File: config.mk
export PLATFORM = sky130hd
export DESIGN_NAME = swu_ctrl
export DESIGN_NICKNAME = d
export VERILOG_FILES = /design/src/rtl/swu_pkg.sv /design/src/rtl/swu_ctrl.sv
export SDC_FILE = /design/constraint.sdc
export NUM_CORES = 1
export LEC_CHECK = 0
export BUFFER_PORTS_ARGS = -buffer_cell sky130_fd_sc_hd__buf_2
export CORE_UTILIZATION = 27
export DETAILED_ROUTE_END_ITERATION = 7
export PLACE_DENSITY_LB_ADDON = 0.2
export SYNTH_ARGS = -nofsm -noshare
export SYNTH_HDL_FRONTEND = slang
export SYNTH_SLANG_ARGS = --single-unit
File: constraint.sdc
create_clock -name clk -period 2.7 [get_ports clk]
set_input_delay 0.27 -clock clk [delete_from_list [all_inputs] [get_ports clk]]
set_output_delay 0.27 -clock clk [all_outputs]
set_load 0.02 [all_outputs]
File: src/rtl/swu_pkg.sv
// Shared types and constants for the STDP weight update unit.
// Used by swu_ctrl, swu_datapath and stdp_weight_update_unit; no dependencies.
`default_nettype none
package swu_pkg;

  // Fixed field widths
  localparam int SPIKE_TIME_W = 32;
  localparam int GAIN_W       = 16;
  localparam int TAU_W        = 16;
  localparam int WIN_W        = 20;
  localparam int CEIL_W       = 24;
  localparam int TX_W         = 25;
  localparam int WNOW_W       = 24;
  localparam int MODE_W       = 2;

  // Decay table entries: Q0.16 up to 1.0, so 17 bits
  localparam int E_W          = 17;
  // Table build accumulator: Q0.32 up to 1.0
  localparam int ACC_W        = 33;
  localparam logic [31:0] DECAY_STEP_Q32 = 32'd4278222805;

  // Divider: numerator is a 20-bit gap shifted up by 8
  localparam int NUM_W        = WIN_W + 8;
  localparam int DIV_CNT_W    = 5;

  // Configuration port
  localparam int CFG_IDX_W    = 3;
  localparam int CFG_DATA_W   = 24;

  localparam logic [CFG_IDX_W-1:0] REG_BOUND_MODE  = 3'd0;
  localparam logic [CFG_IDX_W-1:0] REG_POT_GAIN    = 3'd1;
  localparam logic [CFG_IDX_W-1:0] REG_DEP_GAIN    = 3'd2;
  localparam logic [CFG_IDX_W-1:0] REG_POT_TAU     = 3'd3;
  localparam logic [CFG_IDX_W-1:0] REG_DEP_TAU     = 3'd4;
  localparam logic [CFG_IDX_W-1:0] REG_WIN_LOW     = 3'd5;
  localparam logic [CFG_IDX_W-1:0] REG_WIN_HIGH    = 3'd6;
  localparam logic [CFG_IDX_W-1:0] REG_CEILING     = 3'd7;

  // Bound modes; any other code acts as hard clamp
  localparam logic [MODE_W-1:0] MODE_UNBOUND = 2'd0;
  localparam logic [MODE_W-1:0] MODE_HARD    = 2'd1;
  localparam logic [MODE_W-1:0] MODE_AGILE   = 2'd2;

  // Event kind in tuser
  localparam logic OP_PRE  = 1'b0;
  localparam logic OP_POST = 1'b1;

  // Controller to datapath
  typedef struct packed {
    logic fill_a;    // table build, low partial product
    logic fill_b;    // table build, combine and write entry
    logic load;      // take input word
    logic div_step;  // one quotient bit
    logic rom_rd;    // read decay entry
    logic gain_mul;  // dw = gain * entry
    logic dw_zero;   // no change for this event
    logic w_mul;     // weight * (1 - dw)
    logic commit;    // update state and load output register
  } swu_cmd_t;

  // Datapath to controller
  typedef struct packed {
    logic fill_last;
    logic needs_change;
    logic q_small;
  } swu_stat_t;

endpackage
`default_nettype wire

File: src/rtl/swu_ctrl.sv
// Sequencer for the STDP weight update unit: table build, divide, lookup, apply.
// Depends on swu_pkg.
`default_nettype none
module swu_ctrl (
  input  wire logic              clk,
  input  wire logic              rst_n,
  input  wire logic              in_tvalid,
  output logic                   in_tready,
  output logic                   out_tvalid,
  input  wire logic              out_tready,
  input  wire swu_pkg::swu_stat_t stat,
  output swu_pkg::swu_cmd_t      cmd
);

  typedef enum logic [3:0] {
    S_FILL_A, S_FILL_B, S_IDLE, S_CHECK, S_DIV, S_ROM, S_GAIN, S_WMUL, S_APPLY
  } state_t;

  state_t                           state_r, state_nxt;
  logic [swu_pkg::DIV_CNT_W-1:0]    cnt_r, cnt_nxt;
  logic                             ovalid_r, ovalid_nxt;
  logic                             out_free;

  assign out_free   = !ovalid_r || out_tready;
  assign in_tready  = (state_r == S_IDLE);
  assign out_tvalid = ovalid_r;

  // Next state and commands
  always_comb begin
    state_nxt  = state_r;
    cnt_nxt    = cnt_r;
    ovalid_nxt = ovalid_r;
    cmd        = '0;
    if (ovalid_r && out_tready) begin
      ovalid_nxt = 1'b0;
    end
    case (state_r)
      S_FILL_A: begin
        cmd.fill_a = 1'b1;
        state_nxt  = S_FILL_B;
      end
      S_FILL_B: begin
        cmd.fill_b = 1'b1;
        state_nxt  = stat.fill_last ? S_IDLE : S_FILL_A;
      end
      S_IDLE: begin
        if (in_tvalid) begin
          cmd.load  = 1'b1;
          state_nxt = S_CHECK;
        end
      end
      S_CHECK: begin
        cnt_nxt = '0;
        if (stat.needs_change) begin
          state_nxt = S_DIV;
        end else begin
          cmd.dw_zero = 1'b1;
          state_nxt   = S_WMUL;
        end
      end
      S_DIV: begin
        cmd.div_step = 1'b1;
        cnt_nxt      = cnt_r + 1'b1;
        if (cnt_r == swu_pkg::DIV_CNT_W'(swu_pkg::NUM_W - 1)) begin
          state_nxt = S_ROM;
        end
      end
      S_ROM: begin
        if (stat.q_small) begin
          cmd.rom_rd = 1'b1;
          state_nxt  = S_GAIN;
        end else begin
          cmd.dw_zero = 1'b1;
          state_nxt   = S_WMUL;
        end
      end
      S_GAIN: begin
        cmd.gain_mul = 1'b1;
        state_nxt    = S_WMUL;
      end
      S_WMUL: begin
        cmd.w_mul = 1'b1;
        state_nxt = S_APPLY;
      end
      S_APPLY: begin
        if (out_free) begin
          cmd.commit = 1'b1;
          ovalid_nxt = 1'b1;
          state_nxt  = S_IDLE;
        end
      end
      default: begin
        state_nxt = S_IDLE;
      end
    endcase
  end

  // State and registered outputs
  always_ff @(posedge clk) begin
    if (!rst_n) begin
      state_r  <= S_FILL_A;
      cnt_r    <= '0;
      ovalid_r <= 1'b0;
    end else begin
      state_r  <= state_nxt;
      cnt_r    <= cnt_nxt;
      ovalid_r <= ovalid_nxt;
    end
  end

endmodule
`default_nettype wire

==> flow_summary.toml <==
[global_route]
antenna_found_initial = 0
grtUsageTotal = 0.125
grt_pass1_wl_um = 2250
grt_pass1_vias = 480
grt-ovfl-total = 0
grt_start_max_net_pins = 17

[clocking]
htreeDepth = 1
postCtsSetupRepairBufs = 0
cts_resized = 0
cts_tree = "yes"
cts_buffers = 3
ctsRootBufferMaster = "clkbuf_4"
hold_buffers = 0
cts_buffer_depth = 2
clkTransAtPathRegs_ns = 0.07
clock-sinks = 10
clk_latency_ns = 0.27

[routing]
ant_nets = 0
vias = 581
vias_per_cell = 4.97
first_iter_violations = 3
drt-pass1-iter-count = 3
wl_per_cell_um = 11.6
drt_wl_total_um = 1360
drc = 0

[power]
switchingPower_uw = 118
seq_power_share = 0.448
peakVddDrop_uv = 213
power-per-cell-area_nw_per_um2 = 537
swShare = 0.304
p_comb_frac = 0.200
power.internal_uw = 270
power_leakage_nw = 0.290
clockPowerShare = 0.352

[sta]
finalSetupViolCount = 0
fin_ws_ns = 0.689
finClkSkew_ns = 0.00563
tns_ns = 0
tightestPinTransition_ns = 0.605
hold_viol_final = 0
finalCritPeriodShare = 0.745
rsz0062_at_grt = "false"
maxSlewViolCount = 0
max_freq_mhz = 497
layout_min_cycle_time_ns = 2.01
relSlewSlack = 0.591

[placed_design]
placed_area_sq_um = 684
pre_cts_ws_ns = 0.969
port_buffers = 17
place_congestion = 0.732
place.detailed.hpwl_um = 957

[yosys]
yosys-top-cells-area = "dfxtp_1 (34%), nor2_1 (5.2%), a21oi_1 (4.3%)"
ys_seq_elements = 10
syn_nets = 81
syn_avg_cell_area_sq_um = 7.97
synth_top_area_cell = "dfxtp_1"
synth.most_common_cell = "dfxtp_1"
async_reset_ff_frac = 0
synth.top_cell.area_share = 0.344
post_synth_most_frequent_cells = "dfxtp_1 (10), nor2_1 (8), a21oi_1 (5), nand2_1 (5), o21ai_0 (5)"
synth_flop_cell = "dfxtp_1"
ys_types = 32
ys_seq_area_frac = 0.344
syn_inst = 73
syn_area_sq_um = 582
ys_warn_count = 0
synth_edf_count = 0

[critical_path]
r2r_setup_slack_ns = 0.97
cp_slowest_cell = "nor4b_1"
timing.rr.end = "state_r[0]"
start_kind = "flop"
cp-startpoint = "state_r[3]"
cp.required_ns = 2.43
r2r_start = "state_r[2]"
crit_path_cell_trace = "nor4b_1 -> nor2b_1 -> buf_2"
critPathArrivalTime_ns = 1.74
cp_max_fo = 12
crit_type = "flop to primary output"
slowest_delay_ns = 0.56
reg2reg_depth = 3
crit_end = "cmd[0]"
worst_setup_path_end_kind = "primary output"

[cells_and_area]
final_layout_size_suffix_gt1_frac = 0.267
n_antenna_cell = 0
finalNetCount = 99
syn_to_final_growth_pct = 23.9
design_area_sq_um = 721
fin_util = 0.360

[floorplan]
start_util = 0.291
num_rows = 16
core_area_sq_um = 2000
die-area_sq_um = 2340
die_w_um = 48.4
fp.dieH_um = 48.4
pin_count = 18

[status]
status = "finished clean"

[worst_hold_path]
hold_path_class = "input pin to flop"

[run]
max-cap-violations = 0
cell families after synthesis:
| group | share of synthesized area |
|---|---|
| AND/OR/NAND/NOR | 0.366 |
| AO/OA/AOI/OAI | 0.228 |
| flip-flops | 0.344 |
| buffers and inverters | 0.0408 |
| adder cells (fa/ha/maj) | 0.0215 |
per-layer routing:
layer,wire length (um),GRT usage
met1,745,0.180
met2,561,0.160
met3,54,0.0566
met4,0,0.0441
met5,0,0
placed cells by master (no fill, tap or decap), drive strengths merged:
cell,count
buf,17
dfxtp,10
nor2,8
nand2,5
a21oi,5
o21ai,5
nor2b,4
clkbuf,4
nor3b,3
nand3,3
nand2b,2
nor3,2
a211oi,2
a221oi,2
inv,2
or4b,1
nor4,1
nor4b,1
and2,1
or3b,1
nand3b,1
o21a,1
a41oi,1
a311oi,1
and4b,1
a2111oi,1
a2bb2oi,1
or4bb,1
o211ai,1
or3,1
ha,1
critical path, delay by kind of cell, from the launching register on:
| family | cells | cell delay (ns) |
|---|---|---|
| flip-flops | 1 | 0.55 |
| AND/OR/NAND/NOR | 2 | 0.75 |
| buffers and inverters | 1 | 0.17 |
sequential cells by signal, indices dropped and copies added, names as in the netlist:
register,cells
out_tvalid,1
cnt_r,5
state_r,4
power by group through the flow:
stage	Combinational (mW)	Clock (mW)	Sequential, mW
after floorplan	0.0673	0	0.162
after global placement	0.0778	0	0.177
after detailed placement	0.0776	0	0.176
after CTS	0.0779	0.140	0.173
after global routing	0.0847	0.154	0.175
final	0.0775	0.136	0.173
final cells by class:
cell class              count  area [sq um]
multi-input cells          57           358
repair buffers             17          85.1
clock buffers               4          36.3
well taps                  27          33.8
inverters                   2          7.51
fillers                   226          1280
flip-flops and latches     10           200
per-stage QoR:
stage / hold WS (ns) / std cells / power, mW
detailed placement: 0.472 / 113 / 0.254
global route: 0.329 / 117 / 0.414
floorplan: 0.408 / 73 / 0.230
global placement: 0.468 / 113 / 0.255
finish: 0.300 / 117 / 0.387
CTS: 0.292 / 117 / 0.391
worst min path at each step:
stage                     cells past startpoint        to      from  slack (ns)
after global placement                        2  cnt_r[1]  cnt_r[1]        0.47
after global routing                          3  cnt_r[1]     rst_n        0.33
after floorplan                               2  cnt_r[0]     rst_n        0.41
after detailed placement                      2  cnt_r[1]  cnt_r[1]        0.47
after CTS                                     3  cnt_r[1]     rst_n        0.29
final                                         3  cnt_r[1]     rst_n        0.30
Note: power is estimated with default switching activity, not from simulation.
